### config.mk
export PLATFORM = sky130hd
export DESIGN_NAME = shared_buffer_multi_queue_top
export DESIGN_NICKNAME = d
export VERILOG_FILES = /design/src/rtl/sbmq_pkg.sv /design/src/rtl/shared_buffer_multi_queue_top.sv /design/src/rtl/sbmq_front.sv /design/src/rtl/sbmq_back.sv
export VERILOG_INCLUDE_DIRS = /design/src /design/src/rtl
export SDC_FILE = /design/constraint.sdc
export NUM_CORES = 2
export LEC_CHECK = 0
export CORE_MARGIN = 2
export CORE_UTILIZATION = 40
export DETAILED_ROUTE_END_ITERATION = 10
export DONT_BUFFER_PORTS = 1
export MAX_ROUTING_LAYER = met4
export PLACE_DENSITY = 0.65
export RECOVER_POWER = 50
export SETUP_SLACK_MARGIN = 0.5
export SKIP_LAST_GASP = 1
export SLEW_MARGIN = 20
export SYNTH_ARGS = -nofsm -noshare
export SYNTH_HDL_FRONTEND = slang
export SYNTH_HIERARCHICAL = 1
export SYNTH_SLANG_ARGS = --single-unit
### constraint.sdc
create_clock -name clk -period 5.24 [get_ports clk]
set_input_delay 0.524 -clock clk [delete_from_list [all_inputs] [get_ports clk]]
set_output_delay 0.524 -clock clk [all_outputs]
set_load 0.05 [all_outputs]
### src/rtl/shared_buffer_multi_queue_top_assert.svh
// Assertion macros shared by the shared-buffer multi-queue RTL.
// Expects clk and arst_n in the scope of the module that uses them.
`ifndef SHARED_BUFFER_MULTI_QUEUE_TOP_ASSERT_SVH
`define SHARED_BUFFER_MULTI_QUEUE_TOP_ASSERT_SVH

// Same-cycle implication, checked outside reset.
`define SBMQ_ASSERT_IMPL(lbl, ante, cons, msg) \
	lbl: assert property (@(posedge clk) disable iff (!arst_n) (ante) |-> (cons)) \
		else $error(msg);

// Next-cycle implication, checked outside reset.
`define SBMQ_ASSERT_NEXT(lbl, ante, cons, msg) \
	lbl: assert property (@(posedge clk) disable iff (!arst_n) (ante) |=> (cons)) \
		else $error(msg);

`endif

### src/rtl/sbmq_pkg.sv
// Types and constants for the shared-buffer multi-queue block.
// Used by sbmq_front, sbmq_back and shared_buffer_multi_queue_top.
package sbmq_pkg;

	localparam int QSEL_W    = 3;
	localparam int VALUE_W   = 32;
	localparam int S_TDATA_W = 40;
	localparam int M_TDATA_W = 32;

	localparam logic KIND_ENQ = 1'b0;
	localparam logic KIND_DEQ = 1'b1;

	typedef enum logic [1:0] {
		OP_ENQ,
		OP_DEQ,
		OP_REJECT
	} op_t;

	typedef struct packed {
		op_t                 op;
		logic [QSEL_W-1:0]   qsel;
		logic [VALUE_W-1:0]  value;
	} cmd_t;

	typedef struct packed {
		logic                ok;
		logic [VALUE_W-1:0]  value;
	} res_t;

endpackage

### src/rtl/shared_buffer_multi_queue_top.sv
// Shared-buffer multi-queue: several FIFO queues held as linked lists in one data store.
// Instantiates sbmq_front and sbmq_back; depends on sbmq_pkg.
//
// Usage: the input stream carries one command per word. tuser is the kind (0 enqueue
// value_in, 1 dequeue), tdata holds queue_sel and value_in. Every command yields exactly
// one output word: tuser is ok, tdata the dequeued value (zero unless a dequeue found data).
// An enqueue into a full store, a dequeue of an empty queue and a queue number at or above
// NUM_QUEUES return ok = 0 and change nothing.
// The front end queues up to two decoded commands, so input is taken while the back end
// works or while a result waits in the output register. The back end sequencer runs one
// command at a time on the two-port link store: an accepted enqueue passes S_RD and S_WR2,
// an accepted dequeue S_RD and S_DQ, a full or empty refusal S_RD only, and an invalid
// queue is answered from idle; each result is held in the output register.
// After reset all queues are empty and every slot is free; no clearing pass is needed, since
// a fill count stands in for the initial free-list links.
// When the receiver holds m_tready low, the result stays in the output register, the back end
// waits before its next command, and s_tready drops once two commands are queued.
module shared_buffer_multi_queue_top
	import sbmq_pkg::*;
#(
	parameter int NUM_QUEUES = 8,
	parameter int SLOTS      = 64
) (
	input  logic                 clk,
	input  logic                 arst_n,
	input  logic                 s_tvalid,
	output logic                 s_tready,
	input  logic [S_TDATA_W-1:0] s_tdata,   // [2:0] queue_sel, [34:3] value_in, rest zero
	input  logic                 s_tuser,   // [0] kind
	output logic                 m_tvalid,
	input  logic                 m_tready,
	output logic [M_TDATA_W-1:0] m_tdata,   // [31:0] value_out
	output logic                 m_tuser    // [0] ok
);

	logic cmd_valid;
	logic cmd_ready;
	cmd_t cmd;
	res_t res;

	sbmq_front #(
		.NUM_QUEUES(NUM_QUEUES)
	) u_front (
		.clk      (clk),
		.arst_n   (arst_n),
		.s_tvalid (s_tvalid),
		.s_tready (s_tready),
		.s_tdata  (s_tdata),
		.s_tuser  (s_tuser),
		.cmd_valid(cmd_valid),
		.cmd_ready(cmd_ready),
		.cmd      (cmd)
	);

	sbmq_back #(
		.NUM_QUEUES(NUM_QUEUES),
		.SLOTS     (SLOTS)
	) u_back (
		.clk      (clk),
		.arst_n   (arst_n),
		.cmd_valid(cmd_valid),
		.cmd_ready(cmd_ready),
		.cmd      (cmd),
		.res_valid(m_tvalid),
		.res_ready(m_tready),
		.res      (res)
	);

	assign m_tdata = res.value;
	assign m_tuser = res.ok;

endmodule

### src/rtl/sbmq_front.sv
// Front end: accepts input words, decodes them into commands and queues them.
// Depends on sbmq_pkg.
module sbmq_front
	import sbmq_pkg::*;
#(
	parameter int NUM_QUEUES = 8
) (
	input  logic                 clk,
	input  logic                 arst_n,
	input  logic                 s_tvalid,
	output logic                 s_tready,
	input  logic [S_TDATA_W-1:0] s_tdata,   // [2:0] queue_sel, [34:3] value_in, rest zero
	input  logic                 s_tuser,   // [0] kind
	output logic                 cmd_valid,
	input  logic                 cmd_ready,
	output cmd_t                 cmd
);

	cmd_t              fifo_q [2];
	logic              wr_ptr_q;
	logic              rd_ptr_q;
	logic [1:0]        count_q;
	cmd_t              in_cmd;
	logic              push;
	logic              pop;

	// A queue number at or above the configured count is marked for refusal by the back end.
	always_comb begin
		in_cmd.qsel  = s_tdata[QSEL_W-1:0];
		in_cmd.value = s_tdata[QSEL_W +: VALUE_W];
		if (int'(in_cmd.qsel) >= NUM_QUEUES) begin
			in_cmd.op = OP_REJECT;
		end else if (s_tuser == KIND_DEQ) begin
			in_cmd.op = OP_DEQ;
		end else begin
			in_cmd.op = OP_ENQ;
		end
	end

	assign s_tready  = (count_q != 2'd2);
	assign cmd_valid = (count_q != 2'd0);
	assign cmd       = fifo_q[rd_ptr_q];
	assign push      = s_tvalid && s_tready;
	assign pop       = cmd_valid && cmd_ready;

	always_ff @(posedge clk) begin
		if (push) begin
			fifo_q[wr_ptr_q] <= in_cmd;
		end
	end

	always_ff @(posedge clk or negedge arst_n) begin
		if (!arst_n) begin
			wr_ptr_q <= 1'b0;
			rd_ptr_q <= 1'b0;
			count_q  <= 2'd0;
		end else begin
			if (push) begin
				wr_ptr_q <= !wr_ptr_q;
			end
			if (pop) begin
				rd_ptr_q <= !rd_ptr_q;
			end
			unique case ({push, pop})
				2'b10:   count_q <= count_q + 2'd1;
				2'b01:   count_q <= count_q - 2'd1;
				default: count_q <= count_q;
			endcase
		end
	end

endmodule

### src/rtl/sbmq_back.sv
// Back end: runs queue commands against the shared data and link stores.
// Depends on sbmq_pkg and shared_buffer_multi_queue_top_assert.svh.
`include "shared_buffer_multi_queue_top_assert.svh"

module sbmq_back
	import sbmq_pkg::*;
#(
	parameter int NUM_QUEUES = 8,
	parameter int SLOTS      = 64
) (
	input  logic clk,
	input  logic arst_n,
	input  logic cmd_valid,
	output logic cmd_ready,
	input  cmd_t cmd,
	output logic res_valid,
	input  logic res_ready,
	output res_t res
);

	localparam int AW = (SLOTS > 1) ? $clog2(SLOTS) : 1;
	localparam int PW = $clog2(SLOTS + 1);
	localparam int QW = (NUM_QUEUES > 1) ? $clog2(NUM_QUEUES) : 1;
	localparam logic [PW-1:0] NULL_PTR = PW'(SLOTS);

	typedef enum logic [1:0] {
		S_IDLE,
		S_RD,
		S_DQ,
		S_WR2
	} state_t;

	state_t               state_q;
	op_t                  op_q;
	logic [QW-1:0]        qidx_q;
	logic [VALUE_W-1:0]   value_q;
	logic [PW-1:0]        slot_q;
	logic [PW-1:0]        free_head_q;
	logic [PW-1:0]        fresh_q;
	logic [NUM_QUEUES-1:0] qv_q;
	logic                 qv_rd_q;
	logic [PW-1:0]        link_addr_q;
	logic                 res_valid_q;
	logic                 res_ok_q;
	logic [VALUE_W-1:0]   res_value_q;

	logic [VALUE_W-1:0]   data_mem [SLOTS];
	logic [PW-1:0]        link_mem [SLOTS];
	logic [PW-1:0]        head_mem [NUM_QUEUES];
	logic [PW-1:0]        tail_mem [NUM_QUEUES];
	logic [VALUE_W-1:0]   data_rd_q;
	logic [PW-1:0]        link_rd_q;
	logic [PW-1:0]        head_rd_q;
	logic [PW-1:0]        tail_rd_q;

	logic                 start;
	logic [QW-1:0]        q_raddr;
	logic [PW-1:0]        link_rptr;
	logic [AW-1:0]        link_raddr;
	logic [PW-1:0]        head_eff;
	logic [PW-1:0]        tail_eff;
	logic [PW-1:0]        link_eff;
	logic                 link_we;
	logic [AW-1:0]        link_waddr;
	logic [PW-1:0]        link_wdata;
	logic                 head_we;
	logic [PW-1:0]        head_wdata;
	logic                 tail_we;
	logic [PW-1:0]        tail_wdata;
	logic                 data_we;

	function automatic logic [AW-1:0] to_addr(input logic [PW-1:0] p);
		to_addr = (p < NULL_PTR) ? p[AW-1:0] : '0;
	endfunction

	assign cmd_ready = (state_q == S_IDLE) && (!res_valid_q || res_ready);
	assign start     = cmd_valid && cmd_ready;
	assign res_valid = res_valid_q;
	assign res.ok    = res_ok_q;
	assign res.value = res_value_q;

	assign q_raddr   = (cmd.op == OP_REJECT) ? '0 : QW'(cmd.qsel);
	assign head_eff  = qv_rd_q ? head_rd_q : NULL_PTR;
	assign tail_eff  = qv_rd_q ? tail_rd_q : NULL_PTR;
	assign link_rptr = (state_q == S_IDLE) ? free_head_q : head_eff;
	assign link_raddr = to_addr(link_rptr);

	// Slots at or above the fill count were never linked; their link is taken
	// as the following slot (the last one's as null).
	assign link_eff = (link_addr_q >= fresh_q) ? link_addr_q + PW'(1) : link_rd_q;

	always_comb begin
		link_we    = 1'b0;
		link_waddr = '0;
		link_wdata = NULL_PTR;
		head_we    = 1'b0;
		head_wdata = NULL_PTR;
		tail_we    = 1'b0;
		tail_wdata = NULL_PTR;
		data_we    = 1'b0;
		unique case (state_q)
			S_RD: begin
				if (op_q == OP_ENQ && free_head_q != NULL_PTR) begin
					data_we    = 1'b1;
					tail_we    = 1'b1;
					tail_wdata = free_head_q;
					if (head_eff == NULL_PTR) begin
						head_we    = 1'b1;
						head_wdata = free_head_q;
					end else begin
						link_we    = 1'b1;
						link_waddr = to_addr(tail_eff);
						link_wdata = free_head_q;
					end
				end
			end
			S_DQ: begin
				head_we    = 1'b1;
				head_wdata = link_eff;
				tail_we    = (link_eff == NULL_PTR);
				link_we    = 1'b1;
				link_waddr = to_addr(slot_q);
				link_wdata = free_head_q;
			end
			S_WR2: begin
				link_we    = 1'b1;
				link_waddr = to_addr(slot_q);
				link_wdata = NULL_PTR;
			end
			default: begin
			end
		endcase
	end

	always_ff @(posedge clk) begin
		if (link_we) begin
			link_mem[link_waddr] <= link_wdata;
		end
		link_rd_q <= link_mem[link_raddr];
	end

	always_ff @(posedge clk) begin
		if (data_we) begin
			data_mem[to_addr(free_head_q)] <= value_q;
		end
		data_rd_q <= data_mem[to_addr(head_eff)];
	end

	always_ff @(posedge clk) begin
		if (head_we) begin
			head_mem[qidx_q] <= head_wdata;
		end
		if (tail_we) begin
			tail_mem[qidx_q] <= tail_wdata;
		end
		head_rd_q <= head_mem[q_raddr];
		tail_rd_q <= tail_mem[q_raddr];
	end

	always_ff @(posedge clk or negedge arst_n) begin
		if (!arst_n) begin
			state_q     <= S_IDLE;
			op_q        <= OP_REJECT;
			qidx_q      <= '0;
			value_q     <= '0;
			slot_q      <= NULL_PTR;
			free_head_q <= '0;
			fresh_q     <= '0;
			qv_q        <= '0;
			qv_rd_q     <= 1'b0;
			link_addr_q <= '0;
			res_valid_q <= 1'b0;
			res_ok_q    <= 1'b0;
			res_value_q <= '0;
		end else begin
			if (res_valid_q && res_ready) begin
				res_valid_q <= 1'b0;
			end
			unique case (state_q)
				S_IDLE: begin
					if (start) begin
						op_q        <= cmd.op;
						qidx_q      <= q_raddr;
						value_q     <= cmd.value;
						qv_rd_q     <= qv_q[q_raddr];
						link_addr_q <= free_head_q;
						if (cmd.op == OP_REJECT) begin
							res_valid_q <= 1'b1;
							res_ok_q    <= 1'b0;
							res_value_q <= '0;
						end else begin
							state_q <= S_RD;
						end
					end
				end
				S_RD: begin
					if (op_q == OP_ENQ) begin
						if (free_head_q == NULL_PTR) begin
							res_valid_q <= 1'b1;
							res_ok_q    <= 1'b0;
							res_value_q <= '0;
							state_q     <= S_IDLE;
						end else begin
							slot_q       <= free_head_q;
							free_head_q  <= link_eff;
							qv_q[qidx_q] <= 1'b1;
							if (free_head_q == fresh_q) begin
								fresh_q <= fresh_q + PW'(1);
							end
							state_q <= S_WR2;
						end
					end else if (head_eff == NULL_PTR) begin
						res_valid_q <= 1'b1;
						res_ok_q    <= 1'b0;
						res_value_q <= '0;
						state_q     <= S_IDLE;
					end else begin
						slot_q      <= head_eff;
						link_addr_q <= head_eff;
						state_q     <= S_DQ;
					end
				end
				S_DQ: begin
					free_head_q <= slot_q;
					res_valid_q <= 1'b1;
					res_ok_q    <= 1'b1;
					res_value_q <= data_rd_q;
					state_q     <= S_IDLE;
				end
				S_WR2: begin
					res_valid_q <= 1'b1;
					res_ok_q    <= 1'b1;
					res_value_q <= '0;
					state_q     <= S_IDLE;
				end
				default: begin
					state_q <= S_IDLE;
				end
			endcase
		end
	end

	`SBMQ_ASSERT_IMPL(a_refused_zero, res_valid_q && !res_ok_q, res_value_q == '0, "refused word carries data")
	`SBMQ_ASSERT_IMPL(a_free_head_range, 1'b1, free_head_q <= NULL_PTR, "free head out of range")
	`SBMQ_ASSERT_IMPL(a_fresh_range, 1'b1, fresh_q <= NULL_PTR, "fill count out of range")
	`SBMQ_ASSERT_IMPL(a_busy_no_result, state_q != S_IDLE, !res_valid_q, "result pending during command")
	`SBMQ_ASSERT_NEXT(a_enq_done, state_q == S_WR2, state_q == S_IDLE && res_valid_q && res_ok_q, "enqueue did not finish")

endmodule

# After elaboration in Yosys (flattened, before gate mapping)
# Memory sizes are Yosys's and may differ from the RTL's. A register that Yosys moved wholly into a read port is not among the register bits.
# Cells that the tools add are included.
[totals]
reg_bits = 114
mem_bits_rw = 2680
input_bits = 45
output_inout_bits = 35
elab_cells = 164
mem_count = 5
[classes]
addsub = 4
order_cmp = 9
eq_ne = 23
n_mux = 80
bitwise = 2
reduce_logical = 25
[mem_list]
columns = ["memory", "depth", "width", "rd", "rd_ports_with_merged_regs", "write_ports", "line", "text"]
rows = [
  ["u_back.data_mem", 64, 32, 1, 1, 1, "sbmq_back.sv:47", "logic [VALUE_W-1:0] data_mem [SLOTS];"],
  ["u_back.link_mem", 64, 7, 1, 1, 1, "sbmq_back.sv:48", "logic [PW-1:0] link_mem [SLOTS];"],
  ["u_front.fifo_q", 2, 36, 1, 0, 1, "sbmq_front.sv:19", "cmd_t fifo_q [2];"],
  ["u_back.head_mem", 8, 7, 1, 1, 1, "sbmq_back.sv:49", "logic [PW-1:0] head_mem [NUM_QUEUES];"],
  ["u_back.tail_mem", 8, 7, 1, 1, 1, "sbmq_back.sv:50", "logic [PW-1:0] tail_mem [NUM_QUEUES];"],
]
[ops]
columns = ["operator", "n"]
rows = [
  ["2-to-1 mux 32 bit", 5],
  ["one-hot mux 32 bit (4 select lines)", 1],
  ["2-to-1 mux 7 bit", 17],
  ["one-hot mux 7 bit (2 select lines)", 4],
  ["2-to-1 mux 6 bit", 7],
  ["less-than comparator 7 bit (second input constant)", 5],
  ["2-to-1 mux 1 bit", 30],
  ["equality test 7 bit (second input constant)", 3],
  ["inequality test 2 bit (second input constant)", 8],
  ["adder 7 x 1 -> 7 bit (second input constant)", 2],
  ["one-hot mux 6 bit (2 select lines)", 1],
  ["AND reduction 4 bit", 3],
  ["2-to-1 mux 2 bit", 5],
  ["AND reduction 3 bit", 3],
  ["equality test 2 bit (second input constant)", 4],
  ["less-than comparator 3 x 4 -> 1 bit (second input constant)", 2],
  ["OR 8 bit", 1],
  ["nonzero test 2 bit", 4],
  ["equality test 7 bit", 1],
  ["greater-or-equal comparator 7 bit", 1],
  ["inequality test 7 bit (second input constant)", 1],
  ["logical AND 1 bit", 6],
  ["one-hot mux 1 bit (2 select lines)", 3],
  ["one-hot mux 1 bit (3 select lines)", 2],
  ["other kinds (18)", 24],
]

# Depth between registers and ports, before layout
[depth]
depth_word = 7
depth_mapped = 14
ltp_nobuf = 10

# Modules after synthesis
# Netlist, hierarchy kept.
[by_module_without_submodules]
columns = ["module", "n_inst", "cells_per_inst", "area_each_um2", "seq_area_each_um2"]
rows = [
  ["sbmq_back", 1, 5585, 107345.5, 82131.3],
  ["sbmq_front", 1, 131, 2826.5, 2262.2],
]

# Worst setup path after synthesis
# OpenSTA, ideal clock, no wires.
[synth_timing]
path_kind = "register to register"
start = "register u_back.state_q[1]"
end = "memory u_back/link_mem[0][6] in the netlist's numbering (data pin)"
setup_time_ps = 702
arrival_time_ps = 3937
t_required_ps = 4538
slack_ps = 601
path_stages_with_launch = 8
path_buffers = 3
synth_period_minus_slack_ps = 4639
path_cell_list = "dfrtp_1 > inv_1 > ha_1 > buf_2 > clkbuf_1 > clkbuf_1 > a21oi_1 > o21ai_0"
[synth_between]
elab_chain_len = 2
word_cells_on_any_way = 3
cone_classes = "eq/ne (2); mux (1)"
[synth_lines]
columns = ["element", "line", "text"]
rows = [
  ["start: declaration", "sbmq_back.sv:33", "state_t state_q;"],
  ["start signal: assignment", "sbmq_back.sv:162", "state_q <= S_IDLE;"],
  ["start signal: assignment", "sbmq_back.sv:192", "state_q <= S_RD;"],
  ["start signal: assignment", "sbmq_back.sv:202", "state_q <= S_IDLE;"],
  ["equality test 2 bit / equality test 2 x 1 -> 1 bit (equally long branches)", "sbmq_back.sv:101", "unique case (state_q)"],
  ["one-hot mux 7 bit (2 select lines) (*)", "sbmq_back.sv:101", ""],
  ["via u_back.link_wdata[6]", "sbmq_back.sv:65", "logic [PW-1:0] link_wdata;"],
  ["end: declaration", "sbmq_back.sv:48", ""],
]
# The timed path passes the listed nets; every way through them passes the cells marked *.

# Final worst setup path
[layout_timing]
start = "register u_back.qv_rd_q"
end = "memory u_back/link_mem[3][2] in the netlist's numbering, enable pin"
[layout_between]
elab_chain_len = 7
word_cells_on_any_way = 13
cone_classes = "order compare (1); eq/ne (1); mux (11)"
[layout_lines]
columns = ["element", "line", "text"]
rows = [
  ["start: declaration", "sbmq_back.sv:41", "logic qv_rd_q;"],
  ["start signal: assignment", "sbmq_back.sv:185", "qv_rd_q <= qv_q[q_raddr];"],
  ["parallel branches: the longest is 7 deep, another holds less-than comparator 7 bit", "-", ""],
]
# Parallel ways; which one is timed is not known.

==> impl_metrics.csv <==
group,metric,value,unit
timing,drv_slew,2323,
floorplan,die_y,529,um
worst_setup_path,worstPathRequired,5780,ps
global_route,antenna_found_initial,6,
worst_setup_path,rr_startpoint,"u_back/qv_rd_q",
cts,clk_pin_slew_worst_paths,60,ps
synthesis,synth.distinct_cells,73,
cts,tritoncts,"done",
floorplan,dieArea,280000,um^2
routing,vias,56033,
routing,drt_first_pass_iters,6,
floorplan,row_count,192,
cts,clkSinkCount,2847,
cts,cts_buffers,302,
timing,final.setup.worst_slack,353,ps
worst_hold_path,hp-class,"input port to flip-flop",
synthesis,ys_ff_latch,2847,
worst_setup_path,cpPeakStageDelay,1020,ps
cts,cts_resized,0,
floorplan,die_w,529,um
routing,remaining_drc_errors,0,
worst_setup_path,crit_end,"u_back/link_mem[3][2]",
power_and_ir_drop,irDropWorstVdd,429,uV
outcome,violations,"max-capacitance violations, max-slew violations",
cells_and_area,drive_above_1_share,20.7,%
timing,hold_violations,0,
worst_setup_path,timing.rr.end,"u_back/link_mem[3][2]",
synthesis,ys_seq_area_share,76.6,%
run,maxCapViolCount,39,
global_route,grt_use_total,19.6,%
timing,min_period,4890,ps
cells_and_area,nNetsFinal,5962,
cts,cts_buffer_depth,4,
cts,cts-hold-fix-buffers,39,
placement,post-place-ws,960,ps
synthesis,synth_area_per_cell,19.3,um^2
synthesis,synth_cells,5716,
synthesis,ys_warn_count,6,
routing,dr.first_iter.drc_count,6316,
power_and_ir_drop,p_leak,40.1,nW
timing,rsz0062_at_grt,"false",
worst_setup_path,critPathLaunch,"u_back/qv_rd_q",
placement,place_hpwl,150000,um
placement,gp_congestion,0.883,
worst_setup_path,cp-end-kind,"flip-flop",
outcome,outcome,"complete, but fails checks",
routing,viasPerCell,5.77,
worst_setup_path,cp.arrival,5430,ps
floorplan,start_util,40.2,%
routing,wl_per_cell,27.7,um
synthesis,synth_flop_cell,"edfxtp_1",
worst_setup_path,cp_slowest_cell,"a21boi_0",
global_route,grt_pass1_wl,390000,um
global_route,grt_remaining_overflow,0,
cts,post-cts-setup-buffer-count,0,
cts,htreeDepth,5,
synthesis,synthesis.area,110000,um^2
timing,worst_slew_pin_slew,3700,ps
cells_and_area,nFillCells,22803,
timing,setup_tns,0,ps
worst_setup_path,reg2regPathDepth,7,
synthesis,syn_nets,5775,
global_route,grt_max_degree,128,
worst_setup_path,worstPathMaxFanout,15,
worst_setup_path,r2r_slack,350,ps
power_and_ir_drop,powerDensity,538,nW/um^2
worst_setup_path,path_class,"flip-flop to flip-flop",
timing,fmax,0.205,GHz
worst_setup_path,start_kind,"flip-flop",
worst_setup_path,path_cells,"clkbuf_1, a21boi_0, and3_1, nand2_1, a21oi_2, nand3_1, nor2_1",
timing,setup_viol,0,
global_route,grt_pass1_vias,56528,
routing,routed_wl,269000,um
cts,cts-root-buf,"clkbuf_16",
synthesis,synth-async-reset-ratio,4.00,%
placement,port_buffers,0,
timing,max_slew_margin,-147,%
cells_and_area,areaGrowthSynthToFinish,13.4,%
cts,insertion_delay,940,ps
floorplan,io_pins,80,
timing,period_share,93.3,%
timing,fin_worst_skew,64.6,ps
synthesis,synth_edf_count,2680,
floorplan,core,274000,um^2
routing,drtAntennaViolNets,0,
==> cell usage after synthesis, types with 83 or more instances <==
cell type	instances	area [um^2]
edfxtp_1	2680	80500
mux4_2	527	11900
nand2_1	435	1630
a211oi_1	262	1970
nor2_1	194	728
clkbuf_1	159	597
buf_2	118	591
a21oi_1	117	586
dfrtp_1	112	2800
mux2i_1	106	1060
a31oi_1	105	657
o21ai_0	87	435
nand3_1	83	415
==> where the power goes <==
group	internal, mW	total (mW)	switching (mW)
combinational	5.22	15.6	10.3
sequential	29.0	31.2	2.23
clock	12.0	20.4	8.44
total	46.2	67.2	21.0
==> cells by family after synthesis <==
| kind of cell | count (synthesis) | synth area share (%) |
|---|---|---|
| flops | 2847 | 76.6 |
| simple gates | 954 | 3.91 |
| compound gates | 813 | 5.04 |
| mux | 706 | 12.5 |
| buf+inv | 357 | 1.62 |
| xor+xnor | 24 | 0.191 |
| fa+ha+maj | 14 | 0.159 |
| other cells | 1 | 0.00340 |
==> final cells by class <==
class	instances	area, um^2	area share, %
Sequential cell	2847	84400	67.6
Multi-Input combinational cell	2512	24500	19.6
Clock buffer	392	8150	6.53
Tap cell	3589	4490	3.60
Timing Repair Buffer	229	2070	1.66
Clock inverter	129	1190	0.950
Inverter	11	41.3	0.0331
Antenna cell	5	12.5	0.0100
==> state kept, by name, summed over array words and instances, names as in the netlist, 2 cells and up <==
name	cells
u_back/data_mem	2048
u_back/data_rd_q	32
u_back/free_head_q	7
u_back/fresh_q	7
u_back/head_mem	56
u_back/head_rd_q	7
u_back/link_addr_q	7
u_back/link_mem	448
u_back/link_rd_q	7
u_back/op_q	2
u_back/qidx_q	3
u_back/qv_q	8
u_back/res_value_q	32
u_back/slot_q	7
u_back/state_q	2
u_back/tail_mem	56
u_back/tail_rd_q	7
u_back/value_q	32
u_front/count_q	2
u_front/fifo_q	72
==> metal layers <==
layer	share of wire [%]	track usage, %	routed length (um)	up-vias
li1	-	-	-	23699
met1	40	25.4	107000	29559
met2	50	31.8	134000	2341
met3	7.3	3.17	19500	434
met4	3.3	6.17	8830	0
met5	0	-	0	-
==> worst min path at each step <==
stage	start	to	slack, ps	cells after the start
floorplan	arst_n	u_back/free_head_q[0]	230	0
global placement	arst_n	u_back/value_q[20]	240	0
detailed placement	arst_n	u_back/value_q[12]	240	0
CTS	m_tready	u_back/res_valid	20	3
global route	m_tready	u_back/res_valid	130	3
finish	m_tready	u_back/res_valid	100	3
==> placed cells by master (no fill, tap or decap), types with 19 or more instances in the layout <==
master,synthesis,layout
mux2_2,73,72
nor3_1,24,24
a221oi_1,19,19
o22ai_1,52,52
dlygate4sd3_1,0,38
a21oi_1,117,117
buf_4,42,127
nand2_1,435,430
o221ai_1,74,74
edfxtp_1,2680,2680
nor2b_1,80,80
buf_12,0,30
mux2i_1,106,106
and2_1,80,67
nor2_4,0,55
a211oi_1,262,262
dfxtp_1,53,53
a31oi_1,105,106
dfrtp_1,112,96
clkbuf_1,159,99
clkinv_2,0,38
o21ai_0,87,89
clkinv_1,0,50
clkbuf_16,0,308
nor2_1,194,137
nand3_1,83,83
bufinv_16,0,21
mux4_2,527,527
==> through the flow <==
stage	cells	power [mW]	hold slack [ps]	util (%)	area, um^2
detailed placement	9148	47.0	240	42.1	115000
global route	9711	69.7	129	45.6	125000
floorplan	5716	40.5	228	-	110000
global placement	9148	46.6	240	42.1	115000
finish	9714	67.2	98.9	45.6	125000
CTS	9708	67.3	24.8	45.7	125000
==> worst max-delay path: cells and delay by family, from the launching register on <==
| family | cells | cell delay, ps |
|---|---|---|
| AO/OA/AOI/OAI | 2 | 1280 |
| buffers and inverters | 1 | 580 |
| flip-flops | 1 | 450 |
| AND/OR/NAND/NOR | 4 | 2170 |
Note: power is estimated with default switching activity, not from simulation.
